===== config.mk =====
export PLATFORM = sky130hd
export DESIGN_NAME = packet_impairment_reorder_window_top
export DESIGN_NICKNAME = d
export VERILOG_FILES = /design/src/sv/pir_pkg.sv /design/src/sv/pir_mul.sv /design/src/sv/pir_buf.sv /design/src/sv/packet_impairment_reorder_window_top.sv
export SDC_FILE = /design/constraint.sdc
export NUM_CORES = 1
export LEC_CHECK = 0
export BUFFER_PORTS_ARGS = -buffer_cell sky130_fd_sc_hd__buf_2
export CORE_ASPECT_RATIO = 0.75
export CORE_MARGIN = 3
export CORE_UTILIZATION = 31
export CTS_CLUSTER_DIAMETER = 100
export DETAILED_ROUTE_END_ITERATION = 12
export PLACE_DENSITY_LB_ADDON = 0.12
export SLEW_MARGIN = 20
export SYNTH_ARGS = -nofsm -noshare
export SYNTH_HDL_FRONTEND = slang
export SYNTH_SLANG_ARGS = --single-unit

===== constraint.sdc =====
create_clock -name clk -period 9.4 [get_ports clk]
set_clock_uncertainty 0.15 [all_clocks]
set_input_delay 0 -clock clk [delete_from_list [all_inputs] [get_ports clk]]
set_output_delay 0 -clock clk [all_outputs]
set_load 0.03 [all_outputs]

===== src/sv/pir_pkg.sv =====
// package for the packet impairment reorder window block
// holds field widths, register indexes, action codes and shared types
// no dependencies
package pir_pkg;

  localparam int DEF_WINDOW_DEPTH = 32;
  localparam int DEF_HANDLE_WIDTH = 16;

  localparam int ACTION_W    = 2;
  localparam int HANDLE_W    = 16;
  localparam int DRAW_W      = 10;
  localparam int PICK_W      = 16;
  localparam int PERMILLE_W  = 10;
  localparam int WIN_W       = 6;
  localparam int HOLD_W      = 16;
  localparam int COUNT_W     = 6;
  localparam int CFG_DATA_W  = 16;
  localparam int CFG_INDEX_W = 2;

  localparam logic [HOLD_W-1:0] HOLD_RESET = 16'd100;

  typedef enum logic [CFG_INDEX_W-1:0] {
    REG_DROP_PERMILLE  = 2'd0,
    REG_DUP_PERMILLE   = 2'd1,
    REG_WINDOW_SIZE    = 2'd2,
    REG_MAX_HOLD_MS    = 2'd3
  } reg_index_t;

  typedef enum logic [ACTION_W-1:0] {
    ACT_INBOUND  = 2'd0,
    ACT_OUTBOUND = 2'd1,
    ACT_TICK     = 2'd2,
    ACT_FLUSH    = 2'd3
  } action_t;

  localparam logic KIND_PACKET  = 1'b0;
  localparam logic KIND_VERDICT = 1'b1;

  // buffer commands, push and pop never in the same cycle
  typedef struct packed {
    logic push;
    logic pop;
  } buf_cmd_t;

  function automatic logic roll(input logic [PERMILLE_W-1:0] permille,
                                input logic [DRAW_W-1:0] draw);
    roll = (permille != '0) && (draw < permille);
  endfunction

endpackage


===== src/sv/pir_mul.sv =====
// shift-add multiplier, one multiplier bit per cycle
// forms pick * fill for the release index; uses pir_pkg
module pir_mul #(
  parameter int FILL_W = 6
) (
  input  logic                                clk,
  input  logic                                rst,
  input  logic                                start,
  input  logic [pir_pkg::PICK_W-1:0]          pick,
  input  logic [FILL_W-1:0]                   fill,
  output logic                                done,
  output logic [FILL_W-1:0]                   product_hi
);
  import pir_pkg::*;

  localparam int PROD_W = PICK_W + FILL_W;
  localparam int CNT_W  = (FILL_W > 1) ? $clog2(FILL_W) : 1;

  logic [PROD_W-1:0] acc;
  logic [PROD_W-1:0] addend;
  logic [FILL_W-1:0] mult;
  logic [CNT_W-1:0]  cnt;
  logic              busy;

  always_ff @(posedge clk) begin
    if (rst) begin
      busy <= 1'b0;
      done <= 1'b0;
      cnt  <= '0;
    end else begin
      done <= 1'b0;
      if (start) begin
        busy <= 1'b1;
        cnt  <= '0;
      end else if (busy) begin
        cnt <= cnt + CNT_W'(1);
        if (cnt == CNT_W'(FILL_W - 1)) begin
          busy <= 1'b0;
          done <= 1'b1;
        end
      end
    end
  end

  always_ff @(posedge clk) begin
    if (start) begin
      acc    <= '0;
      addend <= PROD_W'(pick);
      mult   <= fill;
    end else if (busy) begin
      if (mult[0]) begin
        acc <= acc + addend;
      end
      addend <= addend << 1;
      mult   <= mult >> 1;
    end
  end

  // pick is below 2^16, so the high part is below fill whenever fill is nonzero
  assign product_hi = acc[PICK_W +: FILL_W];

endmodule


===== src/sv/pir_buf.sv =====
// reorder buffer: append at the tail, remove at any index with the gap
// closed in the same cycle; uses pir_pkg
module pir_buf #(
  parameter int DEPTH  = 32,
  parameter int DATA_W = 16,
  parameter int IDX_W  = 5,
  parameter int FILL_W = 6
) (
  input  logic              clk,
  input  logic              rst,
  input  pir_pkg::buf_cmd_t cmd,
  input  logic [DATA_W-1:0] wr_data,
  input  logic [IDX_W-1:0]  idx,
  output logic [DATA_W-1:0] rd_data,
  output logic [FILL_W-1:0] fill,
  output logic              full
);
  import pir_pkg::*;

  logic [DATA_W-1:0] entries [DEPTH];

  assign full    = (fill == FILL_W'(DEPTH));
  assign rd_data = entries[idx];

  always_ff @(posedge clk) begin
    if (cmd.pop) begin
      for (int i = 0; i < DEPTH - 1; i++) begin
        if (IDX_W'(i) >= idx) begin
          entries[i] <= entries[i+1];
        end
      end
    end
    if (cmd.push && !full) begin
      for (int i = 0; i < DEPTH; i++) begin
        if (fill == FILL_W'(i)) begin
          entries[i] <= wr_data;
        end
      end
    end
  end

  always_ff @(posedge clk) begin
    if (rst) begin
      fill <= '0;
    end else if (cmd.push && !full) begin
      fill <= fill + FILL_W'(1);
    end else if (cmd.pop) begin
      fill <= fill - FILL_W'(1);
    end
  end

endmodule


===== src/sv/packet_impairment_reorder_window_top.sv =====
// packet impairment top: drop, duplicate and random reorder window
// inbound packet with window: append (twice with a duplicate) and check, and if due
// multiply (shift-add, one bit per cycle, FILL_W = clog2(WINDOW_DEPTH+1)) and release;
// query and direct copies are loaded into the output register
// throughput: one item at a time; flush sends one entry per cycle unless output stalls
// reset: synchronous, clears fill, idle count and registers, hold limit to 100
// depends on pir_pkg, pir_mul, pir_buf
module packet_impairment_reorder_window_top #(
  parameter int WINDOW_DEPTH = pir_pkg::DEF_WINDOW_DEPTH,
  parameter int HANDLE_WIDTH = pir_pkg::DEF_HANDLE_WIDTH
) (
  input  logic                              clk,
  input  logic                              rst,
  input  logic                              cfg_write,
  input  logic [pir_pkg::CFG_INDEX_W-1:0]   cfg_index,
  input  logic [pir_pkg::CFG_DATA_W-1:0]    cfg_data,
  input  logic                              in_valid,
  output logic                              in_stall,
  input  logic [pir_pkg::ACTION_W-1:0]      action,
  input  logic [pir_pkg::HANDLE_W-1:0]      packet_handle,
  input  logic [pir_pkg::DRAW_W-1:0]        drop_draw,
  input  logic [pir_pkg::DRAW_W-1:0]        dup_draw,
  input  logic [pir_pkg::PICK_W-1:0]        pick_draw,
  output logic                              out_valid,
  input  logic                              out_stall,
  output logic [pir_pkg::HANDLE_W-1:0]      out_handle,
  output logic                              kind,
  output logic                              outbound_drop,
  output logic [pir_pkg::COUNT_W-1:0]       buffer_count,
  output logic                              overflowed,
  output logic                              last
);
  import pir_pkg::*;

  localparam int IDX_W   = $clog2(WINDOW_DEPTH);
  localparam int FILL_W  = $clog2(WINDOW_DEPTH + 1);
  localparam int STORE_W = (HANDLE_WIDTH < HANDLE_W) ? HANDLE_WIDTH : HANDLE_W;
  localparam int CMP_W   = (FILL_W > WIN_W) ? FILL_W : WIN_W;

  typedef enum logic [7:0] {
    S_IDLE    = 8'b0000_0001,
    S_APPEND  = 8'b0000_0010,
    S_CHECK   = 8'b0000_0100,
    S_MUL     = 8'b0000_1000,
    S_RELEASE = 8'b0001_0000,
    S_FLUSH   = 8'b0010_0000,
    S_DIRECT  = 8'b0100_0000,
    S_VERDICT = 8'b1000_0000
  } state_t;

  state_t state, state_next;

  logic [PERMILLE_W-1:0] drop_permille;
  logic [PERMILLE_W-1:0] duplicate_permille;
  logic [WIN_W-1:0]      reorder_window_size;
  logic [HOLD_W-1:0]     reorder_max_hold_ms;
  logic [HOLD_W-1:0]     idle_ms;

  logic [STORE_W-1:0]    handle_q;
  logic [PICK_W-1:0]     pick_q;
  logic                  verdict_q;
  logic                  dup_pending;
  logic                  ovf_q;
  logic [IDX_W-1:0]      idx_q;

  logic                  accept;
  logic                  out_free;
  logic                  load;
  logic                  mul_start;
  logic                  mul_done;
  logic [FILL_W-1:0]     mul_hi;
  buf_cmd_t              cmd;
  logic [STORE_W-1:0]    rd_data;
  logic [FILL_W-1:0]     fill;
  logic                  full;
  logic                  release_due;
  logic                  flush_due;

  logic [HANDLE_W-1:0]   res_handle;
  logic                  res_kind;
  logic                  res_verdict;
  logic [COUNT_W-1:0]    res_count;
  logic                  res_ovf;
  logic                  res_last;

  assign in_stall = (state != S_IDLE);
  assign accept   = in_valid && !in_stall;
  assign out_free = !out_valid || !out_stall;

  // release once fill reaches min(window, depth)
  assign release_due = (fill != '0) &&
                       ((CMP_W'(fill) >= CMP_W'(reorder_window_size)) ||
                        (fill == FILL_W'(WINDOW_DEPTH)));
  assign flush_due   = (fill != '0) && (reorder_window_size != '0) &&
                       (idle_ms >= reorder_max_hold_ms);

  always_ff @(posedge clk) begin
    if (rst) begin
      drop_permille       <= '0;
      duplicate_permille  <= '0;
      reorder_window_size <= '0;
      reorder_max_hold_ms <= HOLD_RESET;
    end else if (cfg_write) begin
      case (reg_index_t'(cfg_index))
        REG_DROP_PERMILLE: drop_permille       <= cfg_data[PERMILLE_W-1:0];
        REG_DUP_PERMILLE:  duplicate_permille  <= cfg_data[PERMILLE_W-1:0];
        REG_WINDOW_SIZE:   reorder_window_size <= cfg_data[WIN_W-1:0];
        REG_MAX_HOLD_MS:   reorder_max_hold_ms <= cfg_data[HOLD_W-1:0];
        default: ;
      endcase
    end
  end

  always_comb begin
    state_next  = state;
    cmd         = '0;
    mul_start   = 1'b0;
    load        = 1'b0;
    res_handle  = HANDLE_W'(handle_q);
    res_kind    = KIND_PACKET;
    res_verdict = 1'b0;
    res_count   = COUNT_W'(fill);
    res_ovf     = 1'b0;
    res_last    = 1'b1;
    case (state)
      S_IDLE: begin
        if (accept) begin
          case (action_t'(action))
            ACT_INBOUND: begin
              if (!roll(drop_permille, drop_draw)) begin
                state_next = (reorder_window_size == '0) ? S_DIRECT : S_APPEND;
              end
            end
            ACT_OUTBOUND: state_next = S_VERDICT;
            ACT_TICK:     state_next = S_IDLE;
            ACT_FLUSH: begin
              if (flush_due) begin
                state_next = S_FLUSH;
              end
            end
            default: ;
          endcase
        end
      end
      S_APPEND: begin
        cmd.push = 1'b1;
        if (!dup_pending) begin
          state_next = S_CHECK;
        end
      end
      S_CHECK: begin
        if (release_due) begin
          mul_start  = 1'b1;
          state_next = S_MUL;
        end else begin
          state_next = S_IDLE;
        end
      end
      S_MUL: begin
        if (mul_done) begin
          state_next = S_RELEASE;
        end
      end
      S_RELEASE: begin
        res_handle = HANDLE_W'(rd_data);
        res_count  = COUNT_W'(fill - FILL_W'(1));
        res_ovf    = ovf_q;
        if (out_free) begin
          load       = 1'b1;
          cmd.pop    = 1'b1;
          state_next = S_IDLE;
        end
      end
      S_FLUSH: begin
        // drain from the head so the gap closing keeps the oldest at index zero
        res_handle = HANDLE_W'(rd_data);
        res_count  = COUNT_W'(fill - FILL_W'(1));
        res_last   = (fill == FILL_W'(1));
        if (out_free) begin
          load    = 1'b1;
          cmd.pop = 1'b1;
          if (fill == FILL_W'(1)) begin
            state_next = S_IDLE;
          end
        end
      end
      S_DIRECT: begin
        res_last = !dup_pending;
        if (out_free) begin
          load = 1'b1;
          if (!dup_pending) begin
            state_next = S_IDLE;
          end
        end
      end
      S_VERDICT: begin
        res_handle  = '0;
        res_kind    = KIND_VERDICT;
        res_verdict = verdict_q;
        if (out_free) begin
          load       = 1'b1;
          state_next = S_IDLE;
        end
      end
      default: state_next = S_IDLE;
    endcase
  end

  always_ff @(posedge clk) begin
    if (rst) begin
      state       <= S_IDLE;
      idle_ms     <= '0;
      dup_pending <= 1'b0;
      ovf_q       <= 1'b0;
    end else begin
      state <= state_next;
      if (accept && action_t'(action) == ACT_INBOUND) begin
        dup_pending <= roll(duplicate_permille, dup_draw);
        ovf_q       <= 1'b0;
        if (!roll(drop_permille, drop_draw) && reorder_window_size != '0) begin
          idle_ms <= '0;
        end
      end else if (accept && action_t'(action) == ACT_TICK) begin
        if (idle_ms != '1) begin
          idle_ms <= idle_ms + HOLD_W'(1);
        end
      end
      if (state == S_APPEND) begin
        dup_pending <= 1'b0;
        if (full) begin
          ovf_q <= 1'b1;
        end
      end
      if (state == S_DIRECT && out_free) begin
        dup_pending <= 1'b0;
      end
    end
  end

  always_ff @(posedge clk) begin
    if (accept) begin
      handle_q  <= STORE_W'(packet_handle);
      pick_q    <= pick_draw;
      verdict_q <= roll(drop_permille, drop_draw);
      idx_q     <= '0;
    end else if (state == S_MUL && mul_done) begin
      idx_q <= IDX_W'(mul_hi);
    end
  end

  always_ff @(posedge clk) begin
    if (rst) begin
      out_valid <= 1'b0;
    end else if (load) begin
      out_valid <= 1'b1;
    end else if (!out_stall) begin
      out_valid <= 1'b0;
    end
  end

  always_ff @(posedge clk) begin
    if (load) begin
      out_handle    <= res_handle;
      kind          <= res_kind;
      outbound_drop <= res_verdict;
      buffer_count  <= res_count;
      overflowed    <= res_ovf;
      last          <= res_last;
    end
  end

  pir_mul #(
    .FILL_W (FILL_W)
  ) u_mul (
    .clk        (clk),
    .rst        (rst),
    .start      (mul_start),
    .pick       (pick_q),
    .fill       (fill),
    .done       (mul_done),
    .product_hi (mul_hi)
  );

  pir_buf #(
    .DEPTH  (WINDOW_DEPTH),
    .DATA_W (STORE_W),
    .IDX_W  (IDX_W),
    .FILL_W (FILL_W)
  ) u_buf (
    .clk     (clk),
    .rst     (rst),
    .cmd     (cmd),
    .wr_data (handle_q),
    .idx     (idx_q),
    .rd_data (rd_data),
    .fill    (fill),
    .full    (full)
  );

endmodule

* After elaboration in Yosys (flattened, before gate mapping)
Memories as Yosys holds them, arrays and structs flattened. A register that Yosys moved wholly into a read port is not among the register bits.
Cells that the tools add are included.
** Word-level totals
- Register bits after elaboration :: 194
- Memory bits (writable) :: 512
- Memories :: 1
- Output and inout bits :: 28
- Bits of input ports :: 77
- Logic and storage cells :: 475
** Operators by class
- Reduce and logical (&&, ||, !) cells :: 46
- Bitwise logic cells :: 32
- Add/subtract/negate cells :: 5
- Multiplexer cells :: 268
- Equality and inequality tests :: 61
- $lt $le $gt $ge :: 35
** Memories
- u_buf.entries :: words 32, width 16, rd ports 32, clocked after memory_dff 1, wr ports 31, line pir_buf.sv:20 : logic [DATA_W-1:0] entries [DEPTH];
** Operator list (count)
- $mux W16 :: 38
- $mux W1 :: 206
- $eq A6 B5 Y1 const B :: 16
- $mux W8 :: 10
- $ge A5 B5 Y1 const A :: 15
- $pmux W8 S7 :: 1
- $eq A6 B4 Y1 const B :: 8
- $ge A4 B5 Y1 const A :: 8
- $pmux W16 S2 :: 1
- $pmux W8 S4 :: 1
- $or A1 B1 Y1 :: 31
- $mux W6 :: 5
- $eq A6 B3 Y1 const B :: 4
- $add A22 B22 Y22 :: 1
- $ge A3 B5 Y1 const A :: 4
- $lt A10 B10 Y1 :: 2
- $reduce_bool A10 Y1 :: 2
- $add A16 B1 Y16 const B :: 1
- $ge A16 B16 Y1 :: 1
- $ne A16 B16 Y1 const B :: 1
- $reduce_or A16 Y1 :: 1
- $mux W5 :: 3
- $eq A6 B2 Y1 const B :: 2
- $logic_and A1 B1 Y1 :: 12
- 39 further kinds :: 73

* Logic depth before layout (Yosys ltp)
Gate-level depths: netlist (run 1).
- Depth after elaboration :: 8
- Mapped depth :: 13
- Mapped depth without buffers :: 11

* Hierarchy
A second synthesis (run 1) with hierarchy kept.
** Second synthesis, totals
- Cell total of the unflattened synthesis :: 2593
- Area, all modules :: 36202.2 um2
** Modules (own cells, without submodules)
- pir_buf :: sequential area each 15494.9 um2, times used 1, area an instance 26655.6 um2, cells an instance 1648
- packet_impairment_reorder_window_top :: sequential area each 3253.1 um2, times used 1, area an instance 6419.9 um2, cells an instance 624
- pir_mul :: sequential area each 1321.3 um2, times used 1, area an instance 3126.7 um2, cells an instance 321

* Worst setup path before layout (run 1)
OpenSTA, ideal clock, no wires.
- Path kind :: reg-to-reg
- From :: register state[0]
- To :: memory u_buf.entries[1][0] (enable)
- Arrival :: 3.675 ns
- Path buffers :: 2
- Data required time :: 8.815 ns
- Library setup time :: 0.435 ns
- Period minus slack after synthesis :: 4.260 ns
- Slack :: 5.140 ns
- Stages on the path, launching flop included :: 8
- Cells stage by stage :: dfxtp_1 -> or4_4 -> or3_1 -> buf_2 -> a21oi_4 -> nand2b_1 -> clkbuf_1 -> o41ai_1
** RTL lines
- from (decl) :: line packet_impairment_reorder_window_top.sv:51 : state_t state, state_next;
- from (signal assigned) :: line packet_impairment_reorder_window_top.sv:216 : state <= state_next;
- to (decl) :: line pir_buf.sv:20

==> results of run 1 <==
-- area by class of cell --
cell class / count / share of cell area (%)
antenna: 1 / 0.005997
clock buffer: 108 / 5.421
clock inverter: 36 / 0.8066
inverter: 57 / 0.5127
multi-input combinational: 1474 / 35.11
sequential: 709 / 48.26
tap: 1526 / 4.576
timing repair buffer: 285 / 5.307
-- per-layer routing --
layer / wire (um) / GRT usage, % / up-vias
li1: - / - / 9742
met4: 1798 / 3.599 / 2
met3: 5332 / 3.482 / 127
met1: 51480 / 26.43 / 11260
met5: 13 / 0 / -
met2: 42670 / 24.19 / 514
-- through the flow --
step,std cells,power (W),area (um2),hold WS [ps]
2_1_floorplan,2410,0.003816,35600,-60.25
3_3_place_gp,3926,0.003962,37800,26.13
3_5_place_dp,3926,0.003971,37830,28.11
4_1_cts,4193,0.007218,41660,0.2030
5_1_grt,4195,0.007400,41730,29.88
6_report,4196,0.007115,41730,54.45
-- power by group --
part	internal (W)	total (W)	switching, W	leakage (nW)
sequential	0.00345	0.00347	0.0000254	6.29
clock	0.00185	0.00317	0.00132	1.29
combinational	0.000200	0.000472	0.000272	6.45
-- worst max-delay path: stages, from the launching register on --
cell and delay, ps:
dfxtp_1 400, or4_1 600, or3_1 610, nor2_4 400, and2_1 390, nand2_2 440
nand2_1 860
-- worst max path at each step --
stage | from | endpoint | depth (start not counted)
2_1_floorplan | state[0]$_SDFFE_PP1P_ | u_buf.entries[1][0]$_DFFE_PP_ | 7
3_3_place_gp | state[0]$_SDFFE_PP1P_ | u_buf.entries[0][8]$_DFFE_PP_ | 8
3_5_place_dp | state[4]$_SDFFE_PP0P_ | u_buf.entries[3][8]$_DFFE_PP_ | 6
4_1_cts | state[4]$_SDFFE_PP0P_ | u_buf.entries[3][11]$_DFFE_PP_ | 6
5_1_grt | u_buf.fill[1]$_SDFFE_PP0P_ | u_buf.entries[3][11]$_DFFE_PP_ | 8
6_report | state[4]$_SDFFE_PP0P_ | u_buf.entries[3][11]$_DFFE_PP_ | 6
-- sequential cells by signal, summed over array words and instances (netlist names), 3 cells and up, named ones only --
| register | cells |
|---|---|
| u_buf.fill | 6 |
| buffer_count | 6 |
| idx_q | 5 |
| u_buf.entries | 512 |
| u_mul.addend | 21 |
| out_handle | 16 |
| u_mul.cnt | 3 |
| drop_permille | 10 |
| reorder_max_hold_ms | 16 |
| handle_q | 16 |
| idle_ms | 16 |
| u_mul.acc | 21 |
| u_mul.mult | 6 |
| pick_q | 16 |
| reorder_window_size | 6 |
| state | 8 |
| duplicate_permille | 10 |
-- synth_stat cells (18+ instances only) --
library cell / number
edfxtp_1: 593
nor3_1: 21
mux4_2: 160
buf_1: 19
nor2_1: 122
xnor2_1: 30
nand2_1: 117
inv_1: 57
ha_1: 68
mux2_2: 508
dfxtp_1: 116
mux2i_1: 44
buf_2: 28
nand2_2: 18
o21ai_0: 60
clkbuf_1: 114
nand3_1: 39
a21oi_1: 75
-- logic make-up after synthesis --
family,after synthesis
AO/OA/AOI/OAI,230
XOR/XNOR,38
adder cells (fa/ha/maj),69
buffers and inverters,227
flip-flops,709
multiplexers,720
AND/OR/NAND/NOR,417
-- repair_timing --
action                                 CTS  global route
hold buffers                           123             0
endpoints found under the hold margin  123             0
buffers inserted                         0             0
==> flow_metrics.tcl, run 1 <==
set metrics [dict create \
    dieWidth_um 397.3 \
    die_area_mm2 0.1190 \
    antenna_found_initial 5 \
    yosys.area_share.simple_pct 5.633 \
    drt_wl_total_um 101300 \
    vias 21640 \
    drc 0 \
    r2r_cells 6 \
    rsz0062_at_grt "no" \
    synth_edf_count 593 \
    cts_sinks 709 \
    grt_pass1_vias 21960 \
    start_kind "register" \
    p_leak_nw 14.03 \
    path_class "register to register" \
    final.setup.worst_slack_ps 5134 \
    synth_mux_area_share_pct 27.72 \
    worstSetupEndpointType "register" \
    synth-xor-area-share_pct 0.9348 \
    nets 2752 \
    utilization_pct 36.67 \
    avgSynthCellArea_um2 14.77 \
    setup_viol 0 \
    insertion_delay_ps 650 \
    synth_cell_types 74 \
    synth_area_mm2 0.03560 \
    fin_tns_setup_ps 0 \
    outcome "finished clean" \
    synth_top_area_cell "edfxtp_1" \
    drt-initial-drc-count 1765 \
    multiInputGateArea_mm2 0.01465 \
    min_to "reorder_max_hold_ms[10]$_SDFFE_PP0P_" \
    io_pins 105 \
    postSynthRegisterBits 709 \
    max_freq_mhz 234.4 \
    tightest_slew_ps 1154 \
    cp.arrival_ps 4380 \
    syn_inst 2410 \
    cp_max_fo 17 \
    yosysSeqAreaShare_pct 56.54 \
    drive_gt1_share_pct 37.92 \
    r2r_slack_ps 5130 \
    timing.hold.worst.class "primary input to register" \
    track_usage_pct 17.01 \
    synth-main-ff-cell "edfxtp_1" \
    rows 107 \
    hold_depth 4 \
    synth_nets 2556 \
    relSlewSlack_pct 22.85 \
    dpl_worst_slack_ps 5136 \
    wl_per_cell_um 24.14 \
    slew_viol_final 0 \
    hp-start "cfg_data[10]" \
    power_density_mw_per_mm2 170.5 \
    synth.top_cell.area_share_pct 50.01 \
    cts_tree "built" \
    critPathRequiredTime_ps 9510 \
    clockBufferDepth 3 \
    ys_async_sr_fraction_pct 0 \
    start_util_pct 31.29 \
    final_common_cell "edfxtp_1" \
    gr-total-overflow 0 \
    min_period_ps 4266 \
    yosysWarnings 0 \
    ant_nets 0 \
    clk_pin_slew_ps 60 \
    die_h_um 299.5 \
    max-cap-violations 0 \
    grt_pass1_wl_um 151600 \
    gp_congestion 0.8099 \
    area_delta_synth_final_pct 17.20 \
    dp_hpwl_um 66930 \
    yosys.area_share.adder_pct 2.446 \
    drt_first_pass_iters 5 \
    synth.area.top_cells "edfxtp_1, mux2_2, mux4_2" \
    r2r_end "u_buf.entries[3][11]$_DFFE_PP_" \
    cts_made_buffers 79 \
    core_mm2 0.1138 \
    fill_cells 10850 \
    peakVddDrop_mv 0.1183 \
    seqCellArea_mm2 0.02014 \
    synth_top_family_by_area "multiplexers" \
    post_cts_resized 0 \
    finalHoldViolations 0 \
    timing.rr.start "state[4]$_SDFFE_PP0P_" \
    htreeDepth 3 \
    grt_max_degree 68 \
    most-common-layout-cells "edfxtp_1, mux2_2, mux4_2" \
    synth_compound_area_share_pct 4.091 \
    cts-root-buf "clkbuf_16" \
    vias_per_cell 5.157 \
    io_buffers 104 \
    fin_crit_sh_pct 45.38 \
]
(Power assumes the default switching activity.)
==> run 2: changes to the inputs <==
- ABC_AREA: default -> 1
- clock period: 9.4 -> 3.7 ns (I/O delays scaled with it)
==> flow_metrics.tcl, run 2 <==
set metrics [dict create \
    slew_viol_final 0 \
    top_regs "u_buf.entries x512, u_mul.acc x21, u_mul.addend x21" \
    rows 108 \
    antenna_found_initial 5 \
    drive_gt1_share_pct 10.11 \
    avgSynthCellArea_um2 9.045 \
    drt-initial-drc-count 3075 \
    final_common_cell "o21ai_0" \
    outcome "finished clean" \
    crit_start "drop_permille[9]$_SDFFE_PP0P_" \
    worstSetupEndpointType "register" \
    track_usage_pct 21.09 \
    cts_sinks 709 \
    start_kind "register" \
    synth-main-ff-cell "edfxtp_1" \
    power_density_mw_per_mm2 602.9 \
    drc 0 \
    setup_viol 0 \
    cp.arrival_ps 4020 \
    cts_tree "built" \
    max-cap-violations 0 \
    largest_reg_flops 512 \
    synth_nets 4160 \
    timing.rr.start "drop_permille[9]$_SDFFE_PP0P_" \
    dp_hpwl_um 85870 \
    drt_wl_total_um 129400 \
    critPathRequiredTime_ps 4170 \
    wl_per_cell_um 22.41 \
    grt_pass1_wl_um 193200 \
    die_h_um 302.4 \
    dieWidth_um 401.2 \
    drt_first_pass_iters 5 \
    p_leak_nw 16.30 \
    insertion_delay_ps 690 \
    whs_ps 55.29 \
    min_period_ps 3551 \
    die_area_mm2 0.1213 \
    synth.top_cell.area_share_pct 49.05 \
    synth_cell_types 54 \
    hp-start "cfg_data[8]" \
    io_pins 105 \
    utilization_pct 36.72 \
    path_class "register to register" \
    synth_common_cells "o21ai_0, nand2_1, edfxtp_1, nor2_1, a21oi_1" \
    area_delta_synth_final_pct 17.26 \
    instances_no_fill 5774 \
    regMostFlops "u_buf.entries" \
    vias_per_cell 5.244 \
    htreeDepth 3 \
    yosysSeqAreaShare_pct 55.45 \
    vias 30280 \
    synth_area_mm2 0.03630 \
    multiInputGateArea_mm2 0.01406 \
    clockBufferDepth 3 \
    most-common-layout-cells "o21ai_0, nand2_1, edfxtp_1" \
    ant_nets 0 \
    synth_edf_count 593 \
    max_freq_mhz 281.6 \
    start_util_pct 31.31 \
    cts-root-buf "clkbuf_16" \
    gr-total-overflow 0 \
    timing.hold.worst.class "primary input to register" \
    fill_cells 11980 \
    nets 4311 \
    io_buffers 104 \
    grt_pass1_vias 29230 \
    fin_tns_setup_ps 0 \
    syn_inst 4014 \
    synth.area.top_cells "edfxtp_1, o21ai_0, nand2_1" \
    cp_max_fo 11 \
    ys_async_sr_fraction_pct 0 \
    synth_most_common_cell "o21ai_0" \
    seqCellArea_mm2 0.02014 \
    synth_top_area_cell "edfxtp_1" \
    gp_congestion 0.8662 \
    core_mm2 0.1159 \
    rsz0062_at_grt "no" \
    peakVddDrop_mv 0.4754 \
    fin_crit_sh_pct 95.98 \
    finalHoldViolations 0 \
    yosysWarnings 0 \
    relSlewSlack_pct 43.68 \
    postSynthRegisterBits 709 \
    grt_max_degree 149 \
    dp.cells 5494 \
    cts_made_buffers 82 \
    clk_pin_slew_ps 60 \
    tightest_slew_ps 843.9 \
]
==> run 2: layer usage <==
layer / track usage, % / up-vias / wire (um)
met5: 0 / - / 0
met4: 5.935 / 0 / 3473
met3: 3.746 / 186 / 8851
li1: - / 14370 / -
met1: 31.77 / 14740 / 63620
met2: 30.82 / 980 / 53420
==> run 2: area by class of cell <==
class | instances | share of cell area [%]
Inverter | 264 | 2.360
Clock buffer | 107 | 5.041
Clock inverter | 45 | 1.182
Sequential cell | 709 | 47.30
Antenna cell | 1 | 0.005878
Timing Repair Buffer | 346 | 6.548
Multi-Input combinational cell | 2762 | 33.04
Tap cell | 1540 | 4.526
==> run 2: worst paths after layout <==
kind | to | slack [ps] | cells after the start
min reg2reg | u_mul.cnt[2]$_SDFFE_PP0P_ | 310 | 2
min | reorder_max_hold_ms[8]$_SDFFE_PP0P_ | 60 | 4
max | idle_ms[1]$_SDFFE_PP0P_ | 150 | 13
max reg2reg | idle_ms[1]$_SDFFE_PP0P_ | 150 | 13
==> run 2: worst max-delay path, stage by stage (launching register included) <==
cell,delay (ps)
dfxtp_1,340
inv_1,80
ha_1,290
a21o_1,180
nor2_1,190
nand4_1,370
buf_4,270
nand2_1,50
nand2_1,220
nand3_1,130
dlygate4sd3_1,560
nand2_1,50
nor2_1,90
dlygate4sd3_1,540
==> run 2: repair_timing <==
| item | CTS | global route |
|---|---|---|
| setup buffers | 0 | 2 |
| hold buffers | 125 | 0 |
| resized for setup | 0 | 2 |
| setup endpoints to repair | 0 | 1 |
| hold endpoints to repair | 118 | 0 |
==> run 2: stage by stage <==
stage	power, W	cell area, um2	worst slack [ps]
2_1_floorplan	0.01473	36300	185.4
3_3_place_gp	0.01740	38640	725.5
3_5_place_dp	0.01741	38640	635.9
4_1_cts	0.02591	42540	148.4
5_1_grt	0.02696	42570	5.996
6_report	0.02567	42570	148.8
==> run 2: where the power goes <==
part	internal [W]	switching (W)	total [W]
logic	0.00168	0.00418	0.00586
clock network	0.00469	0.00358	0.00827
registers	0.0107	0.000870	0.0115
==> run 2: kinds of logic (layout without fill, tap and decap cells) <==
kind of cell,Yosys count,count (layout),share of synthesized area [%]
AOI/OAI and AO/OA,1189,1189,17.87
buffers and inverters,543,762,6.090
DFF,709,709,55.45
adders and majority gates,69,69,2.399
and+or+nand+nor,1467,1467,17.09
other,0,1,0
xor gates and xnor gates,21,21,0.5066
muxes,16,16,0.5996
==> run 3: changes to the inputs <==
==> constraint.sdc (replaced) <==
create_clock -name clk -period 3.7 [get_ports clk]
set_clock_uncertainty 0.15 [all_clocks]
set_input_delay 0.74 -clock clk [delete_from_list [all_inputs] [get_ports clk]]
set_output_delay 0.74 -clock clk [all_outputs]
set_load 0.03 [all_outputs]
==> flow_metrics.tcl, run 3 (synthesis gave the netlist of run 2 again) <==
set metrics [dict create \
    outcome "finished clean" \
    min_period_ps 3080 \
    nets 4187 \
    final.setup.worst_slack_ps 620.2 \
    gp_congestion 0.8713 \
    timing.hold.worst.class "primary input to register" \
    post_cts_resized 0 \
    largest_reg_flops 512 \
    min_to "handle_q[6]$_DFFE_PP_" \
    drt-initial-drc-count 2849 \
    ctsHoldBuffers 0 \
    power_density_mw_per_mm2 616.9 \
    insertion_delay_ps 680 \
    io_pins 105 \
    track_usage_pct 20.74 \
    rsz0062_at_grt "no" \
    r2r_slack_ps 620 \
    drt_first_pass_iters 7 \
    hp-start "packet_handle[6]" \
    die_h_um 302.4 \
    clk_pin_slew_ps 60 \
    cts-root-buf "clkbuf_16" \
    p_leak_nw 15.86 \
    final_common_cell "o21ai_0" \
    cts_tree "built" \
    dieWidth_um 401.2 \
    dpl_worst_slack_ps 605.8 \
    grt_pass1_wl_um 190700 \
    drc 0 \
    die_area_mm2 0.1213 \
    gr-total-overflow 0 \
    grt_pass1_vias 28360 \
    start_util_pct 31.31 \
    top_regs "u_buf.entries x512, u_mul.acc x21, u_mul.addend x21" \
    start_kind "register" \
    fin_crit_sh_pct 83.24 \
    r2r_end "u_buf.entries[15][11]$_DFFE_PP_" \
    r2r_cells 8 \
    cp_max_fo 32 \
    hold_depth 1 \
    max-cap-violations 0 \
    diodes 0 \
    htreeDepth 3 \
    post-cts-setup-buffers 0 \
    path_class "register to register" \
    max_freq_mhz 324.7 \
    setup_viol 0 \
    tightest_slew_ps 1026 \
    wl_per_cell_um 22.56 \
    critPathRequiredTime_ps 3990 \
    antenna_found_initial 3 \
    cp.arrival_ps 3370 \
    fin_tns_setup_ps 0 \
    timing.rr.start "u_buf.fill[0]$_SDFFE_PP0P_" \
    peakVddDrop_mv 0.3273 \
    ant_nets 0 \
    worstSetupEndpointType "register" \
    relSlewSlack_pct 31.50 \
    drive_gt1_share_pct 10.82 \
    rows 108 \
    core_mm2 0.1159 \
    io_buffers 104 \
    area_delta_synth_final_pct 14.10 \
    vias 29690 \
    dp_hpwl_um 85420 \
    grt_max_degree 120 \
    finalHoldViolations 0 \
    slew_viol_final 0 \
    cts_made_buffers 81 \
    most-common-layout-cells "o21ai_0, nand2_1, edfxtp_1" \
    regMostFlops "u_buf.entries" \
    clockBufferDepth 3 \
    drt_wl_total_um 127300 \
    cts_sinks 709 \
    vias_per_cell 5.259 \
]
[run 3: cell types whose count changed in the layout (fill, tap and decap cells not counted), sizes merged]
cell         previous run  this run
buf                   221       223
diode                   1         0
clkinv                 34        37
dlygate4sd3           125         0
clkbuf                107        99
[run 3: power by group]
group | leakage (nW) | total [W] | switching (W) | internal, W
registers | 6.32 | 0.0116 | 0.000906 | 0.0107
logic | 8.20 | 0.00560 | 0.00405 | 0.00155
clock network | 1.34 | 0.00838 | 0.00352 | 0.00486
[run 3: layout make-up]
type                       count  area, um2
timing repair buffer         223       1589
clock inverter                48      490.5
sequential                   709      20140
tap                         1540       1927
clock buffer                  99       2228
inverter                     264       1005
multi-input combinational   2762      14050
fill                       12020      74520
[run 3: routing by layer]
layer | share of wire (%) | GRT usage [%]
met1 | 50 | 32.29
met2 | 40 | 29.12
met3 | 6.7 | 3.709
met4 | 2.5 | 5.564
met5 | 0 | 0
[run 3: worst max-delay path by stage]
stage                                           from                         endpoint  slack, ps  cells after the start
after floorplan                            out_stall   u_buf.entries[13][0]$_DFFE_PP_        150                      3
after global routing      u_buf.fill[0]$_SDFFE_PP0P_  u_buf.entries[13][15]$_DFFE_PP_        340                      9
after CTS                 u_buf.fill[0]$_SDFFE_PP0P_   u_buf.entries[15][8]$_DFFE_PP_        600                      8
final                     u_buf.fill[0]$_SDFFE_PP0P_  u_buf.entries[15][11]$_DFFE_PP_        620                      8
after global placement    u_buf.fill[0]$_SDFFE_PP0P_  u_buf.entries[15][11]$_DFFE_PP_        700                      8
after detailed placement  u_buf.fill[0]$_SDFFE_PP0P_   u_buf.entries[15][8]$_DFFE_PP_        610                      8
[run 3: stage by stage]
stage / cells / hold WS [ps] / util [%] / total power, W / instance area, um2
after floorplan: 4014 / 285.3 / - / 0.01473 / 36300
after global routing: 5645 / 43.24 / 35.73 / 0.02684 / 41420
after CTS: 5645 / 24.04 / 35.73 / 0.02582 / 41420
after detailed placement: 5498 / 304.8 / 33.38 / 0.01731 / 38700
final: 5645 / 86.76 / 35.73 / 0.02555 / 41420
after global placement: 5498 / 303.3 / 33.38 / 0.01731 / 38700
[run 3: critical path, stage by stage, from the launching register on]
cell	delay [ps]
dfxtp_1	460
inv_1	180
ha_1	330
nand2_4	130
nor3_4	50
nor2_4	100
buf_4	400
nand4_4	490
o21ai_0	520
